$ cat src/rtl/core/assert_macros.svh
// ----------------------------------------------------------------------------
// assert_macros.svh
// Assertion macros used by the run queue engine.
// ----------------------------------------------------------------------------
`ifndef ASSERT_MACROS_SVH
`define ASSERT_MACROS_SVH

// Check a condition at every clock edge outside reset.
`define MQAE_ASSERT_ALWAYS(label, cond, msg) \
  label: assert property (@(posedge clk) disable iff (!rst_n) (cond)) \
    else $error(msg);

// Check that an antecedent implies a consequent in the same cycle.
`define MQAE_ASSERT_SAME(label, ante, cons, msg) \
  label: assert property (@(posedge clk) disable iff (!rst_n) (ante) |-> (cons)) \
    else $error(msg);

// Check that an antecedent implies a consequent in the next cycle.
`define MQAE_ASSERT_NEXT(label, ante, cons, msg) \
  label: assert property (@(posedge clk) disable iff (!rst_n) (ante) |=> (cons)) \
    else $error(msg);

`endif

$ cat src/rtl/core/mqae_pkg.sv
// ----------------------------------------------------------------------------
// mqae_pkg
// Types and constants of the multilevel run queue engine.
// ----------------------------------------------------------------------------
package mqae_pkg;

  localparam int PROC_W   = 6;
  localparam int LEVEL_W  = 3;
  localparam int STAMP_W  = 32;
  localparam int LIMIT_W  = 20;
  localparam int VALUE_W  = 7;
  localparam int QSEL_W   = 3;
  localparam int STATUS_W = 2;

  localparam logic [LIMIT_W-1:0] LIMIT_RESET = 20'd64;

  typedef enum logic [1:0] {
    OP_PUSH  = 2'd0,
    OP_POP   = 2'd1,
    OP_LEN   = 2'd2,
    OP_SPLIT = 2'd3
  } opcode_t;

  typedef enum logic [STATUS_W-1:0] {
    ST_OK    = 2'd0,
    ST_EMPTY = 2'd1,
    ST_FULL  = 2'd2,
    ST_BAD   = 2'd3
  } status_t;

  typedef struct packed {
    logic [LEVEL_W-1:0] level;
    logic [STAMP_W-1:0] stamp;
    logic [PROC_W-1:0]  proc;
  } entry_t;

endpackage

$ cat src/rtl/core/mqae_ram.sv
// ----------------------------------------------------------------------------
// mqae_ram
// Simple dual-port RAM: one write port, one read port, registered read data.
// ----------------------------------------------------------------------------
module mqae_ram #(
  parameter int WIDTH = 8,
  parameter int DEPTH = 64
) (
  input  logic                     clk,
  input  logic                     we,
  input  logic [$clog2(DEPTH)-1:0] waddr,
  input  logic [WIDTH-1:0]         wdata,
  input  logic [$clog2(DEPTH)-1:0] raddr,
  output logic [WIDTH-1:0]         rdata
);

  logic [WIDTH-1:0] mem_r [DEPTH];

  always_ff @(posedge clk) begin
    if (we) begin
      mem_r[waddr] <= wdata;
    end
    rdata <= mem_r[raddr];
  end

endmodule

$ cat src/rtl/core/multilevel_queue_aging_engine.sv
// ----------------------------------------------------------------------------
// multilevel_queue_aging_engine
// Run queues over a shared pool of linked entries: push, pop, length, split.
// ----------------------------------------------------------------------------
// Length and refused, empty or full requests answer from decode; pop reads the
// head entry; push writes the entry, first reading the free list once freed
// entries are reused; split walks the queue, one entry per RAM read.
// One request is in flight at a time; the next beat is taken in the cycle after
// the result is registered, even while that result waits on out_tready.
// Reset (rst_n low, synchronous) empties all queues and the pool.
// ----------------------------------------------------------------------------
`include "assert_macros.svh"

module multilevel_queue_aging_engine #(
  parameter int NUM_ENTRIES = 64,
  parameter int NUM_QUEUES  = 8
) (
  input  logic        clk,
  input  logic        rst_n,
  // cfg: aging_limit [19:0]
  input  logic        cfg_we,
  input  logic [19:0] cfg_wdata,
  // in_tdata: queue_sel [2:0], target_queue [5:3], proc_id [11:6], now [43:12]
  input  logic        in_tvalid,
  output logic        in_tready,
  input  logic [47:0] in_tdata,
  // in_tuser: opcode [1:0]
  input  logic [1:0]  in_tuser,
  // out_tdata: value [6:0]
  output logic        out_tvalid,
  input  logic        out_tready,
  output logic [7:0]  out_tdata,
  // out_tuser: status [1:0]
  output logic [1:0]  out_tuser
);

  localparam int EW = $clog2(NUM_ENTRIES);
  localparam int CW = $clog2(NUM_ENTRIES + 1);
  localparam int QW = $clog2(NUM_QUEUES);
  localparam int DW = $bits(mqae_pkg::entry_t);

  typedef enum logic [7:0] {
    S_IDLE    = 8'b0000_0001,
    S_DECODE  = 8'b0000_0010,
    S_PUSH_FL = 8'b0000_0100,
    S_PUSH_WR = 8'b0000_1000,
    S_POP_RD  = 8'b0001_0000,
    S_SPL_RD  = 8'b0010_0000,
    S_SPL_FIX = 8'b0100_0000,
    S_RESP    = 8'b1000_0000
  } state_t;

  state_t                              state_r, state_nxt;
  mqae_pkg::opcode_t                   op_r, op_nxt;
  logic [mqae_pkg::QSEL_W-1:0]         src_r, src_nxt, dst_r, dst_nxt;
  logic [mqae_pkg::PROC_W-1:0]         pid_r, pid_nxt;
  logic [mqae_pkg::STAMP_W-1:0]        now_r, now_nxt;
  logic [mqae_pkg::LIMIT_W-1:0]        limit_r;
  logic [CW-1:0]                       fresh_r, fresh_nxt;
  logic [CW-1:0]                       fl_cnt_r, fl_cnt_nxt;
  logic [EW-1:0]                       fl_head_r, fl_head_nxt;
  logic [EW-1:0]                       qhead_r [NUM_QUEUES];
  logic [EW-1:0]                       qhead_nxt [NUM_QUEUES];
  logic [EW-1:0]                       qtail_r [NUM_QUEUES];
  logic [EW-1:0]                       qtail_nxt [NUM_QUEUES];
  logic [CW-1:0]                       qcnt_r [NUM_QUEUES];
  logic [CW-1:0]                       qcnt_nxt [NUM_QUEUES];
  logic [EW-1:0]                       alloc_r, alloc_nxt;
  logic [EW-1:0]                       cur_r, cur_nxt;
  logic [EW-1:0]                       first_r, first_nxt;
  logic [EW-1:0]                       last_r, last_nxt;
  logic [CW-1:0]                       moved_r, moved_nxt;
  logic [CW-1:0]                       rem_r, rem_nxt;
  logic [mqae_pkg::VALUE_W-1:0]        res_val_r, res_val_nxt;
  mqae_pkg::status_t                   res_st_r, res_st_nxt;
  logic                                out_valid_r, out_valid_nxt;
  logic [mqae_pkg::VALUE_W-1:0]        out_val_r, out_val_nxt;
  mqae_pkg::status_t                   out_st_r, out_st_nxt;

  logic                                d_we, n_we;
  logic [EW-1:0]                       d_waddr, d_raddr, n_waddr, n_raddr;
  mqae_pkg::entry_t                    d_wdata, d_rdata;
  logic [DW-1:0]                       d_rdata_raw;
  logic [EW-1:0]                       n_wdata, n_rdata;

  logic [QW-1:0]                       src_q, dst_q, sel_q;
  logic                                src_bad, dst_bad, pool_full, aged;
  logic [EW-1:0]                       qh, qt;
  logic [CW-1:0]                       qc;
  logic [mqae_pkg::STAMP_W-1:0]        age;
  logic                                in_acc;

  mqae_ram #(.WIDTH(DW), .DEPTH(NUM_ENTRIES)) u_data_ram (
    .clk   (clk),
    .we    (d_we),
    .waddr (d_waddr),
    .wdata (d_wdata),
    .raddr (d_raddr),
    .rdata (d_rdata_raw)
  );

  mqae_ram #(.WIDTH(EW), .DEPTH(NUM_ENTRIES)) u_next_ram (
    .clk   (clk),
    .we    (n_we),
    .waddr (n_waddr),
    .wdata (n_wdata),
    .raddr (n_raddr),
    .rdata (n_rdata)
  );

  assign d_rdata = mqae_pkg::entry_t'(d_rdata_raw);

  assign in_tready  = (state_r == S_IDLE);
  assign in_acc     = in_tvalid && in_tready;
  assign out_tvalid = out_valid_r;
  assign out_tdata  = {1'b0, out_val_r};
  assign out_tuser  = out_st_r;

  assign src_q     = QW'(src_r);
  assign dst_q     = QW'(dst_r);
  assign src_bad   = (32'(src_r) >= 32'(NUM_QUEUES));
  assign dst_bad   = (32'(dst_r) >= 32'(NUM_QUEUES));
  assign sel_q     = (state_r == S_SPL_FIX) ? dst_q : src_q;
  assign qh        = qhead_r[sel_q];
  assign qt        = qtail_r[sel_q];
  assign qc        = qcnt_r[sel_q];
  assign pool_full = (fresh_r == CW'(NUM_ENTRIES)) && (fl_cnt_r == '0);
  assign age       = now_r - d_rdata.stamp;
  assign aged      = (age > 32'(limit_r));

  always_comb begin
    state_nxt     = state_r;
    op_nxt        = op_r;
    src_nxt       = src_r;
    dst_nxt       = dst_r;
    pid_nxt       = pid_r;
    now_nxt       = now_r;
    fresh_nxt     = fresh_r;
    fl_cnt_nxt    = fl_cnt_r;
    fl_head_nxt   = fl_head_r;
    qhead_nxt     = qhead_r;
    qtail_nxt     = qtail_r;
    qcnt_nxt      = qcnt_r;
    alloc_nxt     = alloc_r;
    cur_nxt       = cur_r;
    first_nxt     = first_r;
    last_nxt      = last_r;
    moved_nxt     = moved_r;
    rem_nxt       = rem_r;
    res_val_nxt   = res_val_r;
    res_st_nxt    = res_st_r;
    out_valid_nxt = out_valid_r;
    out_val_nxt   = out_val_r;
    out_st_nxt    = out_st_r;
    d_we          = 1'b0;
    d_waddr       = cur_r;
    d_wdata       = d_rdata;
    d_raddr       = cur_r;
    n_we          = 1'b0;
    n_waddr       = cur_r;
    n_wdata       = cur_r;
    n_raddr       = cur_r;

    if (out_valid_r && out_tready) begin
      out_valid_nxt = 1'b0;
    end

    unique case (state_r)
      S_IDLE: begin
        if (in_acc) begin
          op_nxt    = mqae_pkg::opcode_t'(in_tuser);
          src_nxt   = in_tdata[2:0];
          dst_nxt   = in_tdata[5:3];
          pid_nxt   = in_tdata[11:6];
          now_nxt   = in_tdata[43:12];
          state_nxt = S_DECODE;
        end
      end

      S_DECODE: begin
        res_val_nxt = '0;
        res_st_nxt  = mqae_pkg::ST_OK;
        state_nxt   = S_RESP;
        if (src_bad) begin
          res_st_nxt = mqae_pkg::ST_BAD;
        end else begin
          unique case (op_r)
            mqae_pkg::OP_PUSH: begin
              if (pool_full) begin
                res_st_nxt = mqae_pkg::ST_FULL;
              end else if (fresh_r != CW'(NUM_ENTRIES)) begin
                alloc_nxt = fresh_r[EW-1:0];
                fresh_nxt = fresh_r + CW'(1);
                state_nxt = S_PUSH_WR;
              end else begin
                alloc_nxt = fl_head_r;
                n_raddr   = fl_head_r;
                state_nxt = S_PUSH_FL;
              end
            end
            mqae_pkg::OP_POP: begin
              if (qc == '0) begin
                res_st_nxt = mqae_pkg::ST_EMPTY;
              end else begin
                d_raddr   = qh;
                n_raddr   = qh;
                state_nxt = S_POP_RD;
              end
            end
            mqae_pkg::OP_LEN: begin
              res_val_nxt = mqae_pkg::VALUE_W'(qc);
            end
            mqae_pkg::OP_SPLIT: begin
              if (dst_bad || (dst_r == src_r)) begin
                res_st_nxt = mqae_pkg::ST_BAD;
              end else if (qc != '0) begin
                d_raddr   = qh;
                n_raddr   = qh;
                cur_nxt   = qh;
                first_nxt = qh;
                moved_nxt = '0;
                rem_nxt   = qc;
                state_nxt = S_SPL_RD;
              end
            end
            default: begin
              res_st_nxt = mqae_pkg::ST_BAD;
            end
          endcase
        end
      end

      S_PUSH_FL: begin
        fl_head_nxt = n_rdata;
        fl_cnt_nxt  = fl_cnt_r - CW'(1);
        state_nxt   = S_PUSH_WR;
      end

      S_PUSH_WR: begin
        d_we          = 1'b1;
        d_waddr       = alloc_r;
        d_wdata.level = src_r;
        d_wdata.stamp = now_r;
        d_wdata.proc  = pid_r;
        if (qc != '0) begin
          n_we    = 1'b1;
          n_waddr = qt;
          n_wdata = alloc_r;
        end else begin
          qhead_nxt[src_q] = alloc_r;
        end
        qtail_nxt[src_q] = alloc_r;
        qcnt_nxt[src_q]  = qc + CW'(1);
        res_val_nxt      = '0;
        res_st_nxt       = mqae_pkg::ST_OK;
        state_nxt        = S_RESP;
      end

      S_POP_RD: begin
        n_we            = 1'b1;
        n_waddr         = qh;
        n_wdata         = fl_head_r;
        fl_head_nxt     = qh;
        fl_cnt_nxt      = fl_cnt_r + CW'(1);
        qcnt_nxt[src_q] = qc - CW'(1);
        if (qc != CW'(1)) begin
          qhead_nxt[src_q] = n_rdata;
        end
        res_val_nxt = mqae_pkg::VALUE_W'(d_rdata.proc);
        res_st_nxt  = mqae_pkg::ST_OK;
        state_nxt   = S_RESP;
      end

      S_SPL_RD: begin
        if (aged) begin
          d_we          = 1'b1;
          d_waddr       = cur_r;
          d_wdata.stamp = now_r;
          d_wdata.level = (d_rdata.level != '0) ? d_rdata.level - 3'd1 : d_rdata.level;
          moved_nxt     = moved_r + CW'(1);
          rem_nxt       = rem_r - CW'(1);
          last_nxt      = cur_r;
          cur_nxt       = n_rdata;
          if (rem_r != CW'(1)) begin
            d_raddr = n_rdata;
            n_raddr = n_rdata;
          end else begin
            state_nxt = S_SPL_FIX;
          end
        end else begin
          state_nxt = S_SPL_FIX;
        end
      end

      S_SPL_FIX: begin
        res_st_nxt = mqae_pkg::ST_OK;
        if (moved_r == '0) begin
          res_val_nxt = '0;
        end else begin
          qcnt_nxt[src_q] = rem_r;
          if (rem_r != '0) begin
            qhead_nxt[src_q] = cur_r;
          end
          if (qc == '0) begin
            qhead_nxt[dst_q] = first_r;
          end else begin
            n_we    = 1'b1;
            n_waddr = qt;
            n_wdata = first_r;
          end
          qtail_nxt[dst_q] = last_r;
          qcnt_nxt[dst_q]  = qc + moved_r;
          res_val_nxt      = mqae_pkg::VALUE_W'(moved_r);
        end
        state_nxt = S_RESP;
      end

      S_RESP: begin
        if (!out_valid_r || out_tready) begin
          out_valid_nxt = 1'b1;
          out_val_nxt   = res_val_r;
          out_st_nxt    = res_st_r;
          state_nxt     = S_IDLE;
        end
      end

      default: begin
        state_nxt = S_IDLE;
      end
    endcase
  end

  always_ff @(posedge clk) begin
    if (!rst_n) begin
      state_r     <= S_IDLE;
      limit_r     <= mqae_pkg::LIMIT_RESET;
      fresh_r     <= '0;
      fl_cnt_r    <= '0;
      out_valid_r <= 1'b0;
      for (int i = 0; i < NUM_QUEUES; i++) begin
        qcnt_r[i] <= '0;
      end
    end else begin
      state_r     <= state_nxt;
      fresh_r     <= fresh_nxt;
      fl_cnt_r    <= fl_cnt_nxt;
      out_valid_r <= out_valid_nxt;
      qcnt_r      <= qcnt_nxt;
      if (cfg_we) begin
        limit_r <= cfg_wdata;
      end
    end
  end

  always_ff @(posedge clk) begin
    op_r      <= op_nxt;
    src_r     <= src_nxt;
    dst_r     <= dst_nxt;
    pid_r     <= pid_nxt;
    now_r     <= now_nxt;
    fl_head_r <= fl_head_nxt;
    qhead_r   <= qhead_nxt;
    qtail_r   <= qtail_nxt;
    alloc_r   <= alloc_nxt;
    cur_r     <= cur_nxt;
    first_r   <= first_nxt;
    last_r    <= last_nxt;
    moved_r   <= moved_nxt;
    rem_r     <= rem_nxt;
    res_val_r <= res_val_nxt;
    res_st_r  <= res_st_nxt;
    out_val_r <= out_val_nxt;
    out_st_r  <= out_st_nxt;
  end

  `MQAE_ASSERT_ALWAYS(a_free_le_fresh, fl_cnt_r <= fresh_r, "free count exceeds issued entries")
  `MQAE_ASSERT_SAME(a_walk_has_work, state_r == S_SPL_RD, rem_r != '0, "empty split walk")
  `MQAE_ASSERT_SAME(a_out_from_resp, $rose(out_valid_r), $past(state_r == S_RESP), "stray beat")
  `MQAE_ASSERT_NEXT(a_accept_decodes, in_acc, state_r == S_DECODE, "accepted beat not decoded")

endmodule

$ cat config.mk
export PLATFORM = sky130hd
export DESIGN_NAME = multilevel_queue_aging_engine
export DESIGN_NICKNAME = d
export VERILOG_FILES = /design/src/rtl/core/mqae_pkg.sv /design/src/rtl/core/mqae_ram.sv /design/src/rtl/core/multilevel_queue_aging_engine.sv
export VERILOG_INCLUDE_DIRS = /design/src /design/src/rtl/core
export SDC_FILE = /design/constraint.sdc
export NUM_CORES = 2
export LEC_CHECK = 0
export BUFFER_PORTS_ARGS = -buffer_cell sky130_fd_sc_hd__buf_2
export CORE_MARGIN = 10
export CORE_UTILIZATION = 45
export CTS_CLUSTER_SIZE = 25
export DETAILED_ROUTE_END_ITERATION = 7
export HOLD_SLACK_MARGIN = 0.12
export SLEW_MARGIN = 20
export SYNTH_ARGS = -nofsm -noshare
export SYNTH_HDL_FRONTEND = slang
export SYNTH_SLANG_ARGS = --single-unit
$ cat constraint.sdc
create_clock -name clk -period 7.4 [get_ports clk]
set_input_delay 1.48 -clock clk [delete_from_list [all_inputs] [get_ports clk]]
set_output_delay 1.48 -clock clk [all_outputs]
set_load 0.1 [all_outputs]
Word level (Yosys, flattened, before mapping)
Memory sizes are Yosys's and may differ from the RTL's. A register that Yosys moved wholly into a read port is not among the register bits.
Index checks and enable logic that the tools add are counted.
{"block": "word_totals", "regBits": 303, "latch_bits": 0, "ram_bits": 3008, "mem_bits_ro": 0, "output_inout_bits": 12, "wordCells": 239, "mem_count": 2}
{"memory": "u_data_ram.mem_r", "depth": 64, "word_bits": 41, "rd": 1, "rd_clocked_by_memory_dff": 1, "wr": 1, "line": "mqae_ram.sv:17", "source": "logic [WIDTH-1:0] mem_r [DEPTH];"}
{"memory": "u_next_ram.mem_r", "depth": 64, "word_bits": 6, "rd": 1, "rd_clocked_by_memory_dff": 1, "wr": 1, "line": "mqae_ram.sv:17"}
{"block": "classes", "addsub": 10, "n_mul": 0, "n_div": 0, "n_lt_le_gt_ge": 6, "eq_ne": 26, "shifts": 0, "muxes": 112, "n_bitwise": 5, "n_reduce_logical": 33}
{"cell": "$mux 48", "n": 8}
{"cell": "$bwmux 48", "n": 6}
{"cell": "$bwmux 56", "n": 4}
{"cell": "$pmux 56 s3", "n": 1}
{"cell": "$mux 6", "n": 24}
{"cell": "$pmux 48 s3", "n": 1}
{"cell": "$mux 7", "n": 14}
{"cell": "$pmux 48 s2", "n": 1}
{"cell": "$pmux 35 s2", "n": 1}
{"cell": "$mux 8", "n": 8}
{"cell": "$pmux 6 s2", "n": 5}
{"cell": "$mux 56", "n": 1}
{"cell": "$pmux 6 s3", "n": 3}
{"cell": "$pmux 8 s6", "n": 1}
{"cell": "$demux 7 s3", "n": 2}
{"cell": "$pmux 7 s2", "n": 3}
{"cell": "$bmux 6 s3", "n": 2}
{"cell": "$demux 6 s3", "n": 2}
{"cell": "$mux 35", "n": 1}
{"cell": "$gt 32x20->1", "n": 1}
{"cell": "$sub 32x32->32", "n": 1}
{"cell": "$add 7x1->7 const B", "n": 4}
{"cell": "$pmux 7 s4", "n": 1}
{"cell": "$pmux 8 s3", "n": 1}
{"cell": "47 further kinds", "n": 96}

Depth between registers and ports, before layout
{"block": "logic_depth", "depth_word": 13, "depth_mapped": 33}

By module
Synthesis repeated with hierarchy kept, for this count alone.
{"block": "unflattened", "cells_unflattened": 7776, "hier_area_um2": 138638.0}
{"mod": "mqae_ram at u_data_ram", "n_inst": 1, "cells_per_inst": 4216, "area_per_inst_um2": 100405.0, "seq_area_each_um2": 79616.4}
{"mod": "multilevel_queue_aging_engine", "n_inst": 1, "cells_per_inst": 2840, "area_per_inst_um2": 23007.1, "seq_area_each_um2": 8107.8}
{"mod": "mqae_ram at u_next_ram", "n_inst": 1, "cells_per_inst": 720, "area_per_inst_um2": 15225.9, "seq_area_each_um2": 11651.2}

Least setup slack after synthesis
No wires, ideal clock.
{"block": "synth_path", "path_type": "register -> register", "startpoint": "register now_r[0] (netlist bit)", "endpoint": "memory u_data_ram.mem_r[0][10] (netlist bit), data pin", "arrival_ps": 6643, "t_required_ps": 6698, "setup_slack_ps": 55, "stages_incl_launch_ff": 23, "n_path_buf": 1, "period_less_slack_ps": 7345, "path_cell_list": "edfxtp_1 inv_1 ha_1 inv_1 fa_1 a21o_1 a221o_1 a22o_1 o21ai_0 nand2b_1 xor2_1 ha_1 a21o_1 a21o_1 a211oi_1 a31o_2 nand3_1 nor3_1 nand3_1 nand2_1 nand2_1 clkbuf_1 o21ai_0"}
{"element": "start, declared", "line": "multilevel_queue_aging_engine.sv:57", "source": "logic [mqae_pkg::STAMP_W-1:0] now_r, now_nxt;"}
{"element": "start signal, assigned", "line": "multilevel_queue_aging_engine.sv:360", "source": "now_r <= now_nxt;"}
{"element": "end, declared", "line": "mqae_ram.sv:17"}

Final worst setup path
{"block": "layout_path", "startpoint": "register state_r[2]", "endpoint": "register u_data_ram.rdata[10] (read register of u_data_ram.mem_r)"}
{"block": "layout_between", "elab_chain_len": 11}
{"element": "start, declared", "line": "multilevel_queue_aging_engine.sv:53", "source": "state_t state_r, state_nxt;"}
{"element": "start signal, assigned", "line": "multilevel_queue_aging_engine.sv:344", "source": "state_r <= state_nxt;"}
{"element": "$eq 8x7->1", "line": "multilevel_queue_aging_engine.sv:123", "source": "assign sel_q = (state_r == S_SPL_FIX) ? dst_q : src_q;"}
{"element": "$mux 3", "line": "multilevel_queue_aging_engine.sv:123"}
{"element": "$not 3->4 (implied by the code)", "line": "multilevel_queue_aging_engine.sv:124, multilevel_queue_aging_engine.sv:126"}
{"element": "$bmux 7 s3", "line": "multilevel_queue_aging_engine.sv:126", "source": "assign qc = qcnt_r[sel_q];"}
{"element": "$mux 7 (implied by the code) (2 in series)", "line": "multilevel_queue_aging_engine.sv:126"}
{"element": "$reduce_bool 7->1", "line": "multilevel_queue_aging_engine.sv:216", "source": "end else if (qc != '0) begin"}
{"element": "$mux 6"}
{"element": "$mux 6", "line": "multilevel_queue_aging_engine.sv:214", "source": "if (dst_bad || (dst_r == src_r)) begin"}
{"element": "$pmux 6 s2", "line": "multilevel_queue_aging_engine.sv:187", "source": "unique case (op_r)"}
{"element": "$pmux 6 s2 *", "line": "multilevel_queue_aging_engine.sv:168", "source": "unique case (state_r)"}
{"element": "end, declared", "line": "mqae_ram.sv:14", "source": "output logic [WIDTH-1:0] rdata"}
Every way passes the cells marked *; elsewhere a longest branch is shown, timed or not. The select of a mux whose other input is x is not followed.
A chain may end at the register's enable or synchronous reset.

==> out/metrics.cfg <==
[run_status]
outcome = finished, violations left
violations = design-rule violations

[yosys]
syn-num-nets = 9247
synth_ff_type = edfxtp_1
synth_edf_count = 3020
netlist_area_um2 = 133000
avgSynthCellArea_um2 = 14.6
postSynthCellCount = 9098
synth_cell_types = 100
synthArstFlopShare_pct = 0
synth-seq-cells = 3163
yosysWarnings = 0
seq_area_frac_synth_pct = 70.3

[routing]
drt_first_iter_violations = 12200
wl_per_cell_um = 31.7
num_vias = 86100
via_per_inst = 6.31
drc_errors = 2
drt-total-wl_mm = 433
drt_pre_antenna_iters = 8
drtAntennaViolNets = 0

[power]
totalPowerFinal_mw = 42.8
leakage_nw = 50.6
irDropWorstVdd_mv = 0.206
power_frac_seq_pct = 48.6
netSwitchingFraction_pct = 26.2
p_switching_mw = 11.2
pwr-share-clk_pct = 38.2
p_per_area_nw_per_um2 = 280
internal-power_mw = 31.6
pwr-share-comb_pct = 13.2

[timing]
drv_slew = 0
fmax_ghz = 0.137
maxSlewHeadroom_pct = 21.2
hold_viol_final = 0
grt_setup_unrepaired = no
worst_pin_slew_ns = 1.18
setup_viol = 0
tns_ns = 0
period_minus_slack_ns = 7.29
finalCritPeriodShare_pct = 98.5
final.setup_skew_ns = 0.0735

[min_path]
min-delay-start = res_val_r[1]$_DFFE_PP_
hold_path_class = reg -> reg
hold_end = out_val_r[1]$_DFFE_PP_
hold_depth = 0

[floorplanning]
coreArea_um2 = 294000
fp.dieW_um = 564
rows = 199
design.die.area_um2 = 318000
start_util_pct = 45.2
die_y_um = 564
ios = 87

[placement]
port_buffers = 81
routabilityCongestion = 0.928
place_area_um2 = 142000
dpl.cell_count = 13000
hpwl_mm = 262

[clocking]
numCtsBuffers = 329
cts.path.max_buffers = 4
htreeDepth = 5
clkLatencyLatePin_ns = 0.95
clockRootBuffer = clkbuf_16
clk_pin_slew_worst_paths_ns = 0.06
cts.sinks = 3163
cts_tree = yes
ctsHoldBuffers = 0

[critical_path]
worstPathArrival_ns = 8.05
r2r_end = u_data_ram.rdata[10]$_DFF_P_
cp_max_fo = 41
timing.rr.start = state_r[2]$_SDFFE_PN0P_
startpoint_type = flip-flop
criticalPathCategory = reg -> reg
end_kind = flip-flop
r2r_slack_ns = 0.11
crit_required_ns = 8.16
r2r.worst_path.cells = 23

[global_route]
grt_antenna_before_repair = 15
grt_max_degree = 98
grt_pass1_wl_mm = 612
globalRouteTotalUtil_pct = 26.4
overflow = 0
grt_pass1_vias = 83000

[run]
drv_cap = 0

[final_layout]
drive_gt1_share_pct = 17.9
fin_util_pct = 52.0
fill_cells = 24000
stdcell_count = 13700
areaGrowthSynthToFinish_pct = 14.9
design_area_um2 = 153000
fin_nets = 9607

[layer usage]
| metal | vias up | GRT usage, % | routed length (µm) |
|---|---|---|---|
| met5 | - | 0 | 52 |
| met1 | 44000 | 36.2 | 168000 |
| li1 | 36000 | - | - |
| met2 | 5158 | 41.4 | 199000 |
| met4 | 8 | 11.7 | 22100 |
| met3 | 1021 | 4.82 | 43300 |
[sequential cells by signal, indices dropped and copies added (netlist names), 8 cells and up]
name and cells:
limit_r 20, now_r 32, qcnt_r 56, qhead_r 48
qtail_r 48, state_r 8, u_data_ram.mem_r 2432, u_data_ram.rdata 38
u_next_ram.mem_r 384
[worst max path at each step]
stage / from / end / slack (ns) / cells after the start
2_1_floorplan: now_r[0]$_DFFE_PP_ / u_data_ram.mem_r[0][10]$_DFFE_PP_ / 0.05 / 22
3_3_place_gp: now_r[2]$_DFFE_PP_ / u_data_ram.rdata[15]$_DFF_P_ / 0.06 / 26
3_5_place_dp: now_r[2]$_DFFE_PP_ / u_data_ram.rdata[15]$_DFF_P_ / 0.0008 / 26
4_1_cts: now_r[2]$_DFFE_PP_ / u_data_ram.rdata[15]$_DFF_P_ / 0.004 / 26
5_1_grt: now_r[2]$_DFFE_PP_ / u_data_ram.rdata[10]$_DFF_P_ / 0.04 / 25
6_report: state_r[2]$_SDFFE_PN0P_ / u_data_ram.rdata[10]$_DFF_P_ / 0.11 / 23
[critical path, cell delays in order (launching register included)]
cell and delay (ns):
dfxtp_1 0.41, nor4_4 0.64, a21oi_1 0.46, or2_0 0.45
buf_4 0.26, o211ai_1 0.11, nand3_1 0.09, o21ai_0 0.13
inv_1 0.15, ha_1 0.30, and3b_1 0.32, a211oi_4 0.42
nand2_2 0.13, nand2_2 0.15, buf_4 0.71, o211ai_1 0.45
buf_4 0.30, buf_12 0.18, nand2_1 0.12, nand3_1 0.07
o2111ai_1 0.14, nand4_1 0.19, buf_4 0.19, or4_1 0.67
[synthesized netlist by cell type (all sizes together), types with 33 or more instances]
| master | n | area share [%] |
|---|---|---|
| a211oi | 56 | 0.33 |
| a21o | 33 | 0.19 |
| a21oi | 359 | 1.4 |
| a22oi | 50 | 0.28 |
| a31oi | 57 | 0.27 |
| a32oi | 80 | 0.53 |
| and3 | 46 | 0.22 |
| buf | 240 | 1.1 |
| clkbuf | 360 | 1.0 |
| dfxtp | 143 | 2.2 |
| edfxtp | 3020 | 68 |
| ha | 71 | 0.67 |
| inv | 140 | 0.40 |
| mux2 | 48 | 0.41 |
| mux2i | 300 | 2.3 |
| mux4 | 395 | 6.7 |
| nand2 | 1482 | 4.2 |
| nand2b | 36 | 0.17 |
| nand3 | 457 | 1.7 |
| nand4 | 121 | 0.57 |
| nor2 | 396 | 1.1 |
| nor3 | 132 | 0.51 |
| o2111ai | 128 | 0.84 |
| o211ai | 108 | 0.61 |
| o21ai | 357 | 1.3 |
| o22ai | 58 | 0.27 |
| xnor2 | 39 | 0.26 |
[stage by stage]
step                      hold WS, ns  worst slack, ns
after floorplan                 0.400           0.0549
after CTS                       0.410          0.00385
final                           0.418            0.113
after global placement          0.404           0.0642
after detailed placement        0.405         0.000770
after global routing            0.423           0.0433
[power by group through the flow]
| stage | logic [mW] | clock network, mW | registers, mW |
|---|---|---|---|
| floorplan | 3.23 | 0 | 21.2 |
| CTS | 5.51 | 16.5 | 20.8 |
| finish | 5.65 | 16.4 | 20.8 |
| global placement | 5.35 | 0 | 21.2 |
| detailed placement | 5.49 | 0 | 21.2 |
| global route | 5.99 | 17.2 | 20.8 |
[kinds of logic (layout without fill, tap and decap cells)]
kind of cell | count (synthesis) | after routing | synth area share [%]
xor+xnor | 59 | 59 | 0.389
compound gates | 1460 | 1460 | 7.21
simple gates | 2854 | 2854 | 9.50
flops | 3163 | 3163 | 70.3
other cells | 1 | 10 | 0.00282
mux | 743 | 743 | 9.36
buf+inv | 744 | 1375 | 2.49
fa+ha+maj | 74 | 74 | 0.713
[layout make-up]
class	count	area, µm²	area share, %
Inverter	144	541	0.354
Sequential cell	3163	93500	61.2
Clock inverter	181	1750	1.15
Clock buffer	421	8810	5.77
Tap cell	3919	4900	3.21
Multi-Input combinational cell	5191	37300	24.4
Antenna cell	9	22.5	0.0147
Timing Repair Buffer	629	5910	3.87
[cells in the final DEF, fill, tap and decap left out, types with 30 or more instances in the layout]
| cell | instances |
|---|---|
| mux2_2 | 47 |
| o21ai_0 | 320 |
| dfxtp_1 | 143 |
| clkbuf_16 | 334 |
| a32oi_1 | 80 |
| inv_1 | 136 |
| nand4_1 | 121 |
| a211oi_1 | 53 |
| o21ai_4 | 30 |
| xnor2_1 | 38 |
| a31oi_1 | 57 |
| or3_1 | 31 |
| clkinv_1 | 62 |
| buf_12 | 104 |
| clkbuf_1 | 74 |
| nand2b_1 | 36 |
| nand3_1 | 454 |
| nand2_1 | 1467 |
| a21o_1 | 32 |
| nor2_1 | 327 |
| o22ai_1 | 58 |
| edfxtp_1 | 3020 |
| o2111ai_1 | 128 |
| clkinv_2 | 61 |
| o211ai_1 | 107 |
| a22oi_1 | 50 |
| ha_1 | 71 |
| nor3_1 | 118 |
| buf_2 | 81 |
| mux2i_1 | 299 |
| mux4_2 | 395 |
| buf_4 | 437 |
| a21oi_1 | 351 |
| nor2_4 | 67 |
| and3_1 | 45 |
[what timing repair did]
action,in CTS,in global routing
hold endpoints to repair,0,0
setup endpoints to repair,0,42
buffers inserted,0,1
resized for setup,0,9
Power figures use the tool's default switching activity.
